[config.mk]
export PLATFORM = sky130hd
export DESIGN_NAME = clip_voice_fade_duck_mixer
export DESIGN_NICKNAME = d
export VERILOG_FILES = /design/src/design/cvfdm_pkg.sv /design/src/design/clip_voice_fade_duck_mixer.sv
export VERILOG_INCLUDE_DIRS = /design/src /design/src/design
export SDC_FILE = /design/constraint.sdc
export NUM_CORES = 2
export LEC_CHECK = 0
export ABC_AREA = 1
export BUFFER_PORTS_ARGS = -buffer_cell sky130_fd_sc_hd__buf_2
export CORE_ASPECT_RATIO = 0.6
export CORE_UTILIZATION = 26
export DETAILED_ROUTE_END_ITERATION = 7
export GPL_TIMING_DRIVEN = 0
export HOLD_SLACK_MARGIN = 0.08
export PLACE_DENSITY = 0.49
export SLEW_MARGIN = 30
export SYNTH_ARGS = -nofsm -noshare
export SYNTH_HDL_FRONTEND = slang
export SYNTH_SLANG_ARGS = --single-unit
[constraint.sdc]
create_clock -name clk -period 8.8 [get_ports clk]
set_clock_uncertainty 0.15 [all_clocks]
set_input_delay 0.44 -clock clk [delete_from_list [all_inputs] [get_ports clk]]
set_output_delay 0.44 -clock clk [all_outputs]
set_load 0.01 [all_outputs]
[src/design/clip_voice_fade_duck_mixer_macros.svh]
// ----------------------------------------------------------------------------
// Clip voice mixer assertion macros
// Shared concurrent assertion forms, clocked on clk with synchronous rst_n.
// ----------------------------------------------------------------------------
`ifndef CLIP_VOICE_FADE_DUCK_MIXER_MACROS_SVH
`define CLIP_VOICE_FADE_DUCK_MIXER_MACROS_SVH

// Same-cycle implication.
`define CVFDM_ASSERT_NOW(label, ante, cons, msg) \
  label: assert property (@(posedge clk) disable iff (!rst_n) (ante) |-> (cons)) \
    else $error(msg);

// Next-cycle implication.
`define CVFDM_ASSERT_NEXT(label, ante, cons, msg) \
  label: assert property (@(posedge clk) disable iff (!rst_n) (ante) |=> (cons)) \
    else $error(msg);

`endif

[src/design/cvfdm_pkg.sv]
// ----------------------------------------------------------------------------
// Clip voice mixer package
// Word types, register indexes, operation codes and rounding helpers.
// ----------------------------------------------------------------------------
package cvfdm_pkg;

  localparam int SAMPLE_W = 16;
  localparam int FRAME_W  = 32;
  localparam int GAIN_W   = 17;
  localparam int FRAC_SH  = 32;

  localparam logic [GAIN_W-1:0] UNITY_GAIN = GAIN_W'(65536);
  localparam logic [GAIN_W-1:0] FADE_STEP_RESET = GAIN_W'(46);

  // Product widths of the shared multiplier
  localparam int PROD_CV_W = SAMPLE_W + GAIN_W;
  localparam int TERM_W    = PROD_CV_W + GAIN_W;
  localparam int MUL_A_W   = PROD_CV_W;
  localparam int MUL_B_W   = GAIN_W + 1;
  localparam int MUL_P_W   = MUL_A_W + MUL_B_W;
  localparam int ACC_W     = TERM_W + 2;
  localparam int Q_W       = ACC_W - FRAC_SH;

  localparam logic [ACC_W-1:0] ROUND_HALF = ACC_W'(1) << (FRAC_SH - 1);

  typedef enum logic [1:0] {
    OP_MIX  = 2'd0,
    OP_PLAY = 2'd1,
    OP_STOP = 2'd2,
    OP_FADE = 2'd3
  } op_t;

  localparam logic [2:0] REG_REGION_START = 3'd0;
  localparam logic [2:0] REG_REGION_END   = 3'd1;
  localparam logic [2:0] REG_LOOP_ENABLE  = 3'd2;
  localparam logic [2:0] REG_CLIP_VOLUME  = 3'd3;
  localparam logic [2:0] REG_DUCK_ENABLE  = 3'd4;
  localparam logic [2:0] REG_DUCK_GAIN    = 3'd5;
  localparam logic [2:0] REG_FADE_STEP    = 3'd6;

  typedef struct packed {
    logic [1:0]                 operation;
    logic signed [SAMPLE_W-1:0] clip_left;
    logic signed [SAMPLE_W-1:0] clip_right;
    logic                       clip_valid;
    logic signed [SAMPLE_W-1:0] mic_left;
    logic signed [SAMPLE_W-1:0] mic_right;
  } in_word_t;

  typedef struct packed {
    logic signed [SAMPLE_W-1:0] out_left;
    logic signed [SAMPLE_W-1:0] out_right;
    logic signed [SAMPLE_W-1:0] board_left;
    logic signed [SAMPLE_W-1:0] board_right;
    logic                       board_active;
    logic [FRAME_W-1:0]         next_frame;
    logic                       playing;
  } out_word_t;

  // Round half up by 2^FRAC_SH, then saturate to one sample.
  function automatic logic [SAMPLE_W-1:0] round_sat(input logic [ACC_W-1:0] acc);
    logic [ACC_W-1:0] t;
    logic [Q_W-1:0]   q;
    t = acc + ROUND_HALF;
    q = t[ACC_W-1:FRAC_SH];
    if (q[Q_W-1:SAMPLE_W-1] == '0 || q[Q_W-1:SAMPLE_W-1] == '1) begin
      return q[SAMPLE_W-1:0];
    end
    return q[Q_W-1] ? {1'b1, {(SAMPLE_W-1){1'b0}}} : {1'b0, {(SAMPLE_W-1){1'b1}}};
  endfunction

endpackage

[src/design/clip_voice_fade_duck_mixer.sv]
// ----------------------------------------------------------------------------
// Clip voice mixer
// One stereo clip voice with fade-out and mic ducking, mixed over a mic.
// ----------------------------------------------------------------------------
// Usage:
//  - in_*: one word per audio frame or control command (mix, play, stop now,
//    stop with fade). A word is taken when in_valid is high and in_stall low.
//  - out_*: exactly one result word per input word, in order, taken when
//    out_valid is high and out_stall low.
//  - cfg_*: register writes (index, data); cfg_ready is always high. Write
//    only while no word is in flight.
// Sequence: a word is taken in the idle state, then six multiply steps on the one
// shared 33x18 signed multiplier (clip times volume, that times fade gain,
// mic times duck gain, per channel) and a final step to round, saturate and
// load the output register. The block takes no new word until the final step
// has loaded the output register and it is back in the idle state.
// Stall: the finished result waits in the output register; a new word is
// still accepted and computed, and holds in the final step until the output
// register is free.
// Reset: voice off, fade off, fade level unity, cursor zero, registers at
// their defaults, no result pending.
// ----------------------------------------------------------------------------
`include "clip_voice_fade_duck_mixer_macros.svh"

module clip_voice_fade_duck_mixer (
  input  logic                clk,
  input  logic                rst_n,
  input  logic                in_valid,
  output logic                in_stall,
  input  cvfdm_pkg::in_word_t in_data,
  output logic                out_valid,
  input  logic                out_stall,
  output cvfdm_pkg::out_word_t out_data,
  input  logic                cfg_valid,
  output logic                cfg_ready,
  input  logic [2:0]          cfg_index,
  input  logic [31:0]         cfg_data
);
  import cvfdm_pkg::*;

  typedef enum logic [2:0] {
    S_IDLE = 3'b001,
    S_MUL  = 3'b010,
    S_FIN  = 3'b100
  } state_t;

  // Multiplier schedule
  localparam logic [2:0] STEP_CV_L   = 3'd0;
  localparam logic [2:0] STEP_CV_R   = 3'd1;
  localparam logic [2:0] STEP_FADE_L = 3'd2;
  localparam logic [2:0] STEP_FADE_R = 3'd3;
  localparam logic [2:0] STEP_DUCK_L = 3'd4;
  localparam logic [2:0] STEP_DUCK_R = 3'd5;

  // Control state
  state_t state_r, state_nxt;
  logic [2:0] step_r, step_nxt;
  logic voice_on_r, voice_on_nxt;
  logic fade_active_r, fade_active_nxt;
  logic [GAIN_W-1:0] fade_level_r, fade_level_nxt;
  logic [FRAME_W-1:0] play_pos_r, play_pos_nxt;
  logic out_valid_r, out_valid_nxt;

  // Configuration registers
  logic [FRAME_W-1:0] region_start_r, region_end_r;
  logic loop_enable_r, duck_enable_r;
  logic [GAIN_W-1:0] clip_volume_r, duck_gain_r, fade_step_r;

  // Latched operands and result fields of the word at work
  logic signed [SAMPLE_W-1:0] clip_l_r, clip_r_r, mic_l_r, mic_r_r;
  logic [GAIN_W-1:0] fade_op_r, duck_op_r;
  logic res_active_r, res_playing_r;
  logic [FRAME_W-1:0] res_next_r;

  // Products
  logic signed [PROD_CV_W-1:0] pl_r, pr_r, ml_r, mr_r;
  logic signed [TERM_W-1:0] tl_r, tr_r;
  out_word_t out_data_r;

  logic in_fire, out_fire, load_out;
  logic in_region, take, at_end;
  logic [FRAME_W-1:0] pos_adv;
  logic signed [MUL_A_W-1:0] mul_a;
  logic signed [MUL_B_W-1:0] mul_b;
  logic signed [MUL_P_W-1:0] mul_p;
  logic [ACC_W-1:0] tl_ext, tr_ext, ml_sh, mr_sh;

  assign in_stall  = (state_r != S_IDLE);
  assign in_fire   = in_valid && !in_stall;
  assign out_valid = out_valid_r;
  assign out_data  = out_data_r;
  assign out_fire  = out_valid_r && !out_stall;
  assign cfg_ready = 1'b1;
  assign load_out  = (state_r == S_FIN) && (!out_valid_r || !out_stall);

  // Cursor bookkeeping for a mix word
  assign in_region = play_pos_r < region_end_r;
  assign take      = in_region && in_data.clip_valid;
  assign pos_adv   = take ? play_pos_r + FRAME_W'(1) : play_pos_r;
  assign at_end    = !in_data.clip_valid || (pos_adv >= region_end_r);

  // Voice state update, done once at acceptance
  always_comb begin
    voice_on_nxt    = voice_on_r;
    fade_active_nxt = fade_active_r;
    fade_level_nxt  = fade_level_r;
    play_pos_nxt    = play_pos_r;
    if (in_fire) begin
      unique case (in_data.operation) inside
        OP_PLAY: begin
          play_pos_nxt    = region_start_r;
          voice_on_nxt    = 1'b1;
          fade_active_nxt = 1'b0;
          fade_level_nxt  = UNITY_GAIN;
        end
        OP_STOP, OP_FADE: begin
          if (in_data.operation == OP_FADE && voice_on_r) begin
            fade_active_nxt = 1'b1;
          end else begin
            voice_on_nxt    = 1'b0;
            fade_active_nxt = 1'b0;
            fade_level_nxt  = UNITY_GAIN;
          end
        end
        default: begin
          if (voice_on_r) begin
            play_pos_nxt = pos_adv;
            // Step the fade only on a consumed frame
            if (take && fade_active_r) begin
              if (fade_level_r <= fade_step_r) begin
                voice_on_nxt    = 1'b0;
                fade_active_nxt = 1'b0;
                fade_level_nxt  = UNITY_GAIN;
              end else begin
                fade_level_nxt = fade_level_r - fade_step_r;
              end
            end
            if (at_end) begin
              if (loop_enable_r) begin
                play_pos_nxt = region_start_r;
              end else begin
                voice_on_nxt = 1'b0;
              end
            end
          end
        end
      endcase
    end
  end

  // Sequencer
  always_comb begin
    state_nxt     = state_r;
    step_nxt      = step_r;
    out_valid_nxt = out_valid_r;
    if (out_fire) begin
      out_valid_nxt = 1'b0;
    end
    unique case (state_r)
      S_IDLE: begin
        if (in_fire) begin
          state_nxt = S_MUL;
          step_nxt  = STEP_CV_L;
        end
      end
      S_MUL: begin
        if (step_r == STEP_DUCK_R) begin
          state_nxt = S_FIN;
        end else begin
          step_nxt = step_r + 3'd1;
        end
      end
      S_FIN: begin
        // Hold here until the output register is free
        if (load_out) begin
          out_valid_nxt = 1'b1;
          state_nxt     = S_IDLE;
        end
      end
      default: begin
        state_nxt = S_IDLE;
      end
    endcase
  end

  // Shared multiplier operand select
  always_comb begin
    mul_a = '0;
    mul_b = '0;
    unique case (step_r)
      STEP_CV_L: begin
        mul_a = MUL_A_W'(clip_l_r);
        mul_b = {1'b0, clip_volume_r};
      end
      STEP_CV_R: begin
        mul_a = MUL_A_W'(clip_r_r);
        mul_b = {1'b0, clip_volume_r};
      end
      STEP_FADE_L: begin
        mul_a = pl_r;
        mul_b = {1'b0, fade_op_r};
      end
      STEP_FADE_R: begin
        mul_a = pr_r;
        mul_b = {1'b0, fade_op_r};
      end
      STEP_DUCK_L: begin
        mul_a = MUL_A_W'(mic_l_r);
        mul_b = {1'b0, duck_op_r};
      end
      STEP_DUCK_R: begin
        mul_a = MUL_A_W'(mic_r_r);
        mul_b = {1'b0, duck_op_r};
      end
      default: begin
        mul_a = '0;
        mul_b = '0;
      end
    endcase
  end

  assign mul_p = mul_a * mul_b;

  // Align terms: clip term has 32 fraction bits, mic term 16
  assign tl_ext = ACC_W'(tl_r);
  assign tr_ext = ACC_W'(tr_r);
  assign ml_sh  = ACC_W'(ml_r) << (FRAC_SH / 2);
  assign mr_sh  = ACC_W'(mr_r) << (FRAC_SH / 2);

  always_ff @(posedge clk) begin
    if (!rst_n) begin
      state_r        <= S_IDLE;
      step_r         <= STEP_CV_L;
      voice_on_r     <= 1'b0;
      fade_active_r  <= 1'b0;
      fade_level_r   <= UNITY_GAIN;
      play_pos_r     <= '0;
      out_valid_r    <= 1'b0;
      region_start_r <= '0;
      region_end_r   <= '1;
      loop_enable_r  <= 1'b0;
      clip_volume_r  <= UNITY_GAIN;
      duck_enable_r  <= 1'b0;
      duck_gain_r    <= UNITY_GAIN;
      fade_step_r    <= FADE_STEP_RESET;
    end else begin
      state_r       <= state_nxt;
      step_r        <= step_nxt;
      voice_on_r    <= voice_on_nxt;
      fade_active_r <= fade_active_nxt;
      fade_level_r  <= fade_level_nxt;
      play_pos_r    <= play_pos_nxt;
      out_valid_r   <= out_valid_nxt;
      if (cfg_valid && cfg_ready) begin
        unique case (cfg_index)
          REG_REGION_START: region_start_r <= cfg_data[FRAME_W-1:0];
          REG_REGION_END:   region_end_r   <= cfg_data[FRAME_W-1:0];
          REG_LOOP_ENABLE:  loop_enable_r  <= cfg_data[0];
          REG_CLIP_VOLUME:  clip_volume_r  <= cfg_data[GAIN_W-1:0];
          REG_DUCK_ENABLE:  duck_enable_r  <= cfg_data[0];
          REG_DUCK_GAIN:    duck_gain_r    <= cfg_data[GAIN_W-1:0];
          REG_FADE_STEP:    fade_step_r    <= cfg_data[GAIN_W-1:0];
          default: begin
          end
        endcase
      end
    end
  end

  // Payload path
  always_ff @(posedge clk) begin
    if (in_fire) begin
      res_next_r    <= play_pos_nxt;
      res_playing_r <= voice_on_nxt;
      // Voice off passes the mic through at unity; control words send zero
      if (in_data.operation == OP_MIX) begin
        mic_l_r <= in_data.mic_left;
        mic_r_r <= in_data.mic_right;
      end else begin
        mic_l_r <= '0;
        mic_r_r <= '0;
      end
      if (in_data.operation == OP_MIX && voice_on_r) begin
        res_active_r <= 1'b1;
        fade_op_r    <= fade_active_r ? fade_level_r : UNITY_GAIN;
        duck_op_r    <= duck_enable_r ? duck_gain_r : UNITY_GAIN;
      end else begin
        res_active_r <= 1'b0;
        fade_op_r    <= UNITY_GAIN;
        duck_op_r    <= UNITY_GAIN;
      end
      if (in_data.operation == OP_MIX && voice_on_r && take) begin
        clip_l_r <= in_data.clip_left;
        clip_r_r <= in_data.clip_right;
      end else begin
        clip_l_r <= '0;
        clip_r_r <= '0;
      end
    end
    if (state_r == S_MUL) begin
      unique case (step_r)
        STEP_CV_L:   pl_r <= mul_p[PROD_CV_W-1:0];
        STEP_CV_R:   pr_r <= mul_p[PROD_CV_W-1:0];
        STEP_FADE_L: tl_r <= mul_p[TERM_W-1:0];
        STEP_FADE_R: tr_r <= mul_p[TERM_W-1:0];
        STEP_DUCK_L: ml_r <= mul_p[PROD_CV_W-1:0];
        STEP_DUCK_R: mr_r <= mul_p[PROD_CV_W-1:0];
        default: begin
        end
      endcase
    end
    if (load_out) begin
      out_data_r.out_left     <= round_sat(tl_ext + ml_sh);
      out_data_r.out_right    <= round_sat(tr_ext + mr_sh);
      out_data_r.board_left   <= round_sat(tl_ext);
      out_data_r.board_right  <= round_sat(tr_ext);
      out_data_r.board_active <= res_active_r;
      out_data_r.next_frame   <= res_next_r;
      out_data_r.playing      <= res_playing_r;
    end
  end

  // Checks
  `CVFDM_ASSERT_NEXT(a_start_mul, in_fire, state_r == S_MUL && step_r == STEP_CV_L,
                     "word accepted but multiply sequence did not start")
  `CVFDM_ASSERT_NEXT(a_mul_to_fin, state_r == S_MUL && step_r == STEP_DUCK_R,
                     state_r == S_FIN, "multiply sequence did not end in the final step")
  `CVFDM_ASSERT_NEXT(a_hold_fin, state_r == S_FIN && out_valid_r && out_stall,
                     state_r == S_FIN && out_valid_r, "pending result overwritten while stalled")
  `CVFDM_ASSERT_NOW(a_fade_nonzero, 1'b1, fade_level_r != '0, "fade level reached zero")

endmodule
# After elaboration in Yosys (flattened, before gate mapping)
# Cells that the tools add are included.
word_totals:
  regBits: 637
  inputBits: 107
  out_inout_bits: 101
classes:
  addsub: 9
  n_mul: 1
  magnitude_cmp: 3
  n_eq_ne: 27
  n_mux: 57
  n_reduce_logical: 52
ops:
  columns: ["op", "count"]
  rows:
  - ["$pmux W33 S6", 1]
  - ["$mux W16", 12]
  - ["$mux W32", 5]
  - ["$add A51 B33 Y52 const B", 2]
  - ["$add A50 B33 Y51 const B", 2]
  - ["$add A50 B49 Y51", 2]
  - ["$mux W17", 4]
  - ["$pmux W32 S2", 1]
  - ["$pmux W17 S3", 1]
  - ["$mul A33 B18 Y50", 1]
  - ["$pmux W17 S2", 1]
  - ["$add A32 B1 Y32 const B", 1]
  - ["$ge A32 B32 Y1", 1]
  - ["$lt A32 B32 Y1", 1]
  - ["$reduce_and A2 Y1", 15]
  - ["$mux W1", 23]
  - ["$eq A5 B5 Y1 const B", 4]
  - ["$logic_not A5 Y1", 4]
  - ["$eq A3 B3 Y1 const B", 6]
  - ["$le A17 B17 Y1", 1]
  - ["$sub A17 B17 Y17", 1]
  - ["$eq A3 B2 Y1 const B", 5]
  - ["$mux W3", 5]
  - ["$ne A2 B2 Y1 const B", 5]
  - ["18 further kinds", 45]

# Longest topological paths before layout
logic_depth:
  depth_word: 9
  depth_mapped: 38
  depth_no_buf: 37

# Worst setup path before layout
# No wires, ideal clock.
synth_timing:
  path_kind: "register to register"
  startpoint: "register state_r[2]"
  endpoint: "register fade_level_r[12]"
  setup_ps: 71
  arrival_ps: 8679
  required_time_ps: 8579
  setup_slack_ps: -99
  path_stages_with_launch: 11
  n_path_buf: 1
  synth_period_minus_slack_ps: 8899
  path_cell_list: "dfxtp_1 > nor3_1 > inv_1 > nor2_1 > clkinv_1 > a21oi_1 > nand3_2 > nor2_4 > buf_4 > nand2_1 > a21oi_1"
synth_via:
  elab_chain_len: 4
synth_rtl:
  columns: ["item", "line", "source"]
  rows:
  - ["start: declaration", "clip_voice_fade_duck_mixer.sv:56", "state_t state_r, state_nxt;"]
  - ["start signal: assignment", "clip_voice_fade_duck_mixer.sv:247", "state_r <= state_nxt;"]
  - ["$ne A3 B1 Y1", "clip_voice_fade_duck_mixer.sv:88", "assign in_stall = (state_r != S_IDLE);"]
  - ["via in_stall", "clip_voice_fade_duck_mixer.sv:29", "output logic in_stall,"]
  - ["$logic_not A1 Y1", "clip_voice_fade_duck_mixer.sv:89", "assign in_fire = in_valid && !in_stall;"]
  - ["$logic_and A1 B1 Y1", "clip_voice_fade_duck_mixer.sv:89", null]
  - ["via in_fire", "clip_voice_fade_duck_mixer.sv:80", "logic in_fire, out_fire, load_out;"]
  - ["$reduce_and A4 Y1 (no line)", null, null]
  - ["end signal: assignment", "clip_voice_fade_duck_mixer.sv:251", "fade_level_r <= fade_level_nxt;"]
  - ["end: declaration", "clip_voice_fade_duck_mixer.sv:60", "logic [GAIN_W-1:0] fade_level_r, fade_level_nxt;"]
# The timed path passes the listed nets, and every way through them passes these cells.
# A chain may end at the register's enable or synchronous reset.

# Worst setup path in the final report
layout_timing:
  startpoint: "register step_r[1]"
  endpoint: "register tr_r[42] (data pin)"
layout_via:
  elab_chain_len: 4
  elab_cells_between_ends: 12
layout_rtl:
  columns: ["item", "line", "source"]
  rows:
  - ["start: declaration", "clip_voice_fade_duck_mixer.sv:57", "logic [2:0] step_r, step_nxt;"]
  - ["start signal: assignment", "clip_voice_fade_duck_mixer.sv:248", "step_r <= step_nxt;"]
  - ["$eq A3 B3 Y1 (tied with other cells)", "clip_voice_fade_duck_mixer.sv:190", "unique case (step_r)"]
  - ["$reduce_or A2 Y1 (no line)", null, null]
  - ["$pmux W17 S3", "clip_voice_fade_duck_mixer.sv:190", null]
  - ["$mul A33 B18 Y50 (*)", "clip_voice_fade_duck_mixer.sv:222", "assign mul_p = mul_a * mul_b;"]
  - ["via mul_p[42]", "clip_voice_fade_duck_mixer.sv:85", "logic signed [MUL_P_W-1:0] mul_p;"]
  - ["end signal: assignment", "clip_voice_fade_duck_mixer.sv:305", "STEP_FADE_R: tr_r <= mul_p[TERM_W-1:0];"]
  - ["end: declaration", "clip_voice_fade_duck_mixer.sv:77", "logic signed [TERM_W-1:0] tl_r, tr_r;"]
# The timed path passes the listed nets; every way through them passes the cells marked *.

==> metrics.md <==
| Metric | Value |
|---|---|
| Layout area overhead | `19.0%` |
| Post-synthesis sequential area ratio | `31.6%` |
| Final setup violation count | `0` |
| Min Hold Slack | `roughly 120 ps` |
| Highest routed layer | `met5` |
| Die width | `579 um` |
| Setup WS post-layout | `179 ps` |
| Initial antenna violation count | `12` |
| Number of synthesized register bits | `605` |
| Largest net degree at the start of global routing | `25` |
| Met1 wire length | `97.4 mm` |
| WP buf/inv | `11` |
| Die Y | `348 um` |
| FF-to-FF path depth | `32` |
| Pre-antenna DRT Iters | `5` |
| 1st-iter DRT viols | `4157` |
| Stages on worst setup path | `32` |
| Fmax | `116 MHz` |
| Critical path's top delay family | `adder cells` |
| Row cnt | `126` |
| Final Max Tran Viols | `0` |
| # DRC | `0` |
| ANT nets after route | `0` |
| Total GRT Usage | `about a fifth` |
| Pwr Total | `10.2 mW` |
| Hold Path Depth | `3` |
| Worst slack, placed | `-2540 ps` |
| Compound-Gate Fraction of Synth Area | `about 7.5%` |
| Layout cells sized above 1 | `between 10% and 20%` |
| Cell Area, Synth | `52000 um^2` |
| Crit end category | `flip-flop` |
| DPL Wire Length | `160 mm` |
| Fraction of the mapped netlist area in simple logic gates | `18.6%` |
| Met2 wire length | `approximately 69 mm` |
| Final wirelength | `193 mm` |
| Final hold viol count | `0` |
| Crit path kind | `flip-flop to flip-flop` |
| Vias per inst | `4.65` |
| Hold WC Path Type | `input port to flip-flop` |
| CTS max path bufs | `3` |
| EDFF count, synth | `430` |
| Commonest non-fill, non-tap cell in the layout | `nand2_1` |
| Worst Tran Pin Value | `1040 ps` |
| GP Congestion | `0.965` |
| Peak supply drop | `0.125 mV` |
| Synth top area share | `24.9%` |
| Clk sink count | `between 600 and 700` |
| Ports | `208` |
| Cells after synthesis | `6145` |
| Min Tclk post-route | `between 8000 and 9000 ps` |
| Unique masters post-synth | `63` |
| Top FF cell, synth | `edfxtp_1` |
| Crit-path max cell delay | `a little under 700 ps` |
| Yosys warns | `0` |
| Clock buffer count from CTS | `70` |
| Synth Area in XOR/XNOR | `about 2.4%` |
| Htree depth | `3` |
| CP Data Arrival Time | `8880 ps` |
| First-pass GRT wire length | `282 mm` |
| Relative slew slack | `30.0%` |
| Largest area contributor in the netlist | `edfxtp_1` |
| Post-Layout Cell Count | `9257` |
| CP required | `9060 ps` |
| Placed Cells | `9007` |
| Final instance area | `61800 um^2` |
| Mux contribution to synthesized area | `0%` |
| Vias in the first global route | `42.2k` |
| Remaining Overflow, GRT | `0` |
| Max_cap viols | `0` |
| Synth area leaders | `edfxtp_1 (25%), fa_1 (20%), nand2_1 (9.9%), inv_1 (9.4%), ha_1 (8.1%)` |
| Clk_lat worst skew | `700 ps` |
| Per-cell routed wire length | `20.8 um` |
| ANT cells | `0` |
| CP Max Fanout | `10` |
| Status | `complete, no violations` |
| P per Cell Area | `164 nW/um^2` |
| Cell repeated most along the worst path | `inv_1` |
| Initial Utilization | `26.3%` |
| Die area | `approximately 200000 um^2` |
| Total Nets Final | `around 7.6k` |
| CTS Root Cell | `clkbuf_16` |
| Largest family of logic cells by synthesized area | `adder cells` |
| CP Launch Type | `flip-flop` |
| Tcrit/Tclk final | `98.0%` |
| Post-DP Area | `57100 um^2` |
| Ys async rst share | `0%` |
| Vias | `43.1k` |
| CP max stage cell | `fa_2` |
| Synth Area in Adders | `28.6%` |
| Leakage power | `29.3 nW` |
| Met3 WL | `23.3 mm` |
| Mean Syn Cell Area | `around 8.5 um^2` |
| Fill cell count | `20.9k` |
| CTS tree | `done` |
| Synthesized Nets | `7121` |
| Clock-pin slew on the worst setup and hold paths | `60 ps` |
| Core Area | `198000 um^2` |
| Commonest non-fill, non-tap cells in the layout | `nand2_1 (1365), inv_1 (1299), nor2_1 (573), fa_1 (516), edfxtp_1 (430)` |
| Port bufs | `about 200` |
cell usage after synthesis (23+ instances only):
master / n
nand2_1: 1371
inv_1: 1303
nor2_1: 587
fa_1: 532
edfxtp_1: 430
ha_1: 337
a21oi_1: 266
dfxtp_1: 175
nand3_1: 172
o21ai_0: 170
clkbuf_1: 168
xor2_1: 93
nor3_1: 59
nand4_1: 56
xnor2_1: 51
o211ai_1: 42
a221oi_1: 39
a31oi_1: 31
a22o_1: 26
nand2_2: 23
worst min-delay path: cells and delay by family:
family                 cells  cell delay [ps]
buffers and inverters      2              230
and+or+nand+nor            1              160
where the power goes:
part	leakage [nW]	switching [mW]	total [mW]	internal, mW
combinational	22.7	2.46	3.59	1.13
clock	1.16	1.33	3.08	1.75
sequential	5.41	0.0881	3.48	3.39
layer usage:
layer | track usage (%) | vias to the layer above
met5 | 0.837 | -
met2 | 24.0 | 1747
met1 | 30.0 | 21106
met3 | 7.36 | 164
met4 | 2.99 | 4
li1 | - | 20034
final timing paths:
path	slack [ps]	startpoint	end
min reg2reg	270	res_next_r[7]	out_data[8]
min	120	in_data[2]	mic_r_r[2]
max reg2reg	180	step_r[1]	tr_r[42]
max	180	step_r[1]	tr_r[42]
registers in the layout (all words and copies together), names as in the netlist, 3 cells and up:
signal,flops
clip_l_r,16
clip_r_r,16
clip_volume_r,17
duck_gain_r,17
duck_op_r,17
fade_level_r,17
fade_op_r,17
fade_step_r,17
mic_l_r,16
mic_r_r,16
ml_r,33
mr_r,33
out_data,98
pl_r,33
play_pos_r,32
pr_r,33
region_end_r,32
region_start_r,32
res_next_r,32
state_r,3
step_r,3
tl_r,34
tr_r,34
cell type report:
type,count,area [um^2],area share [%]
inverters,1329,5020,8.11
clock inverters,40,475,0.769
repair buffers,364,2900,4.69
plain buffers,195,977,1.58
flip-flops and latches,605,16400,26.6
clock buffers,87,1920,3.10
well taps,2624,3280,5.31
multi-input cells,4013,30800,49.9
cells by family (layout without fill, tap and decap cells):
logic type / after synthesis / after routing
fa+ha+maj: 869 / 869
flops: 605 / 605
xor+xnor: 144 / 144
compound gates: 654 / 654
other cells: 1 / 1
buf+inv: 1527 / 2015
simple gates: 2345 / 2345
stage by stage:
stage	TNS, ps	util [%]
6_report	0	31.3
5_1_grt	-18.1	31.3
4_1_cts	0	31.1
3_5_place_dp	-231660	28.9
3_3_place_gp	-368440	28.5
2_1_floorplan	0	-
what timing repair did:
action	CTS	global route
setup endpoints to repair	164	140
buffers inserted	13	10
pin swaps	10	12
hold buffers	103	0
endpoints found under the hold margin	182	0
gates resized for setup	173	146
Note: power is estimated with default switching activity, not from simulation.
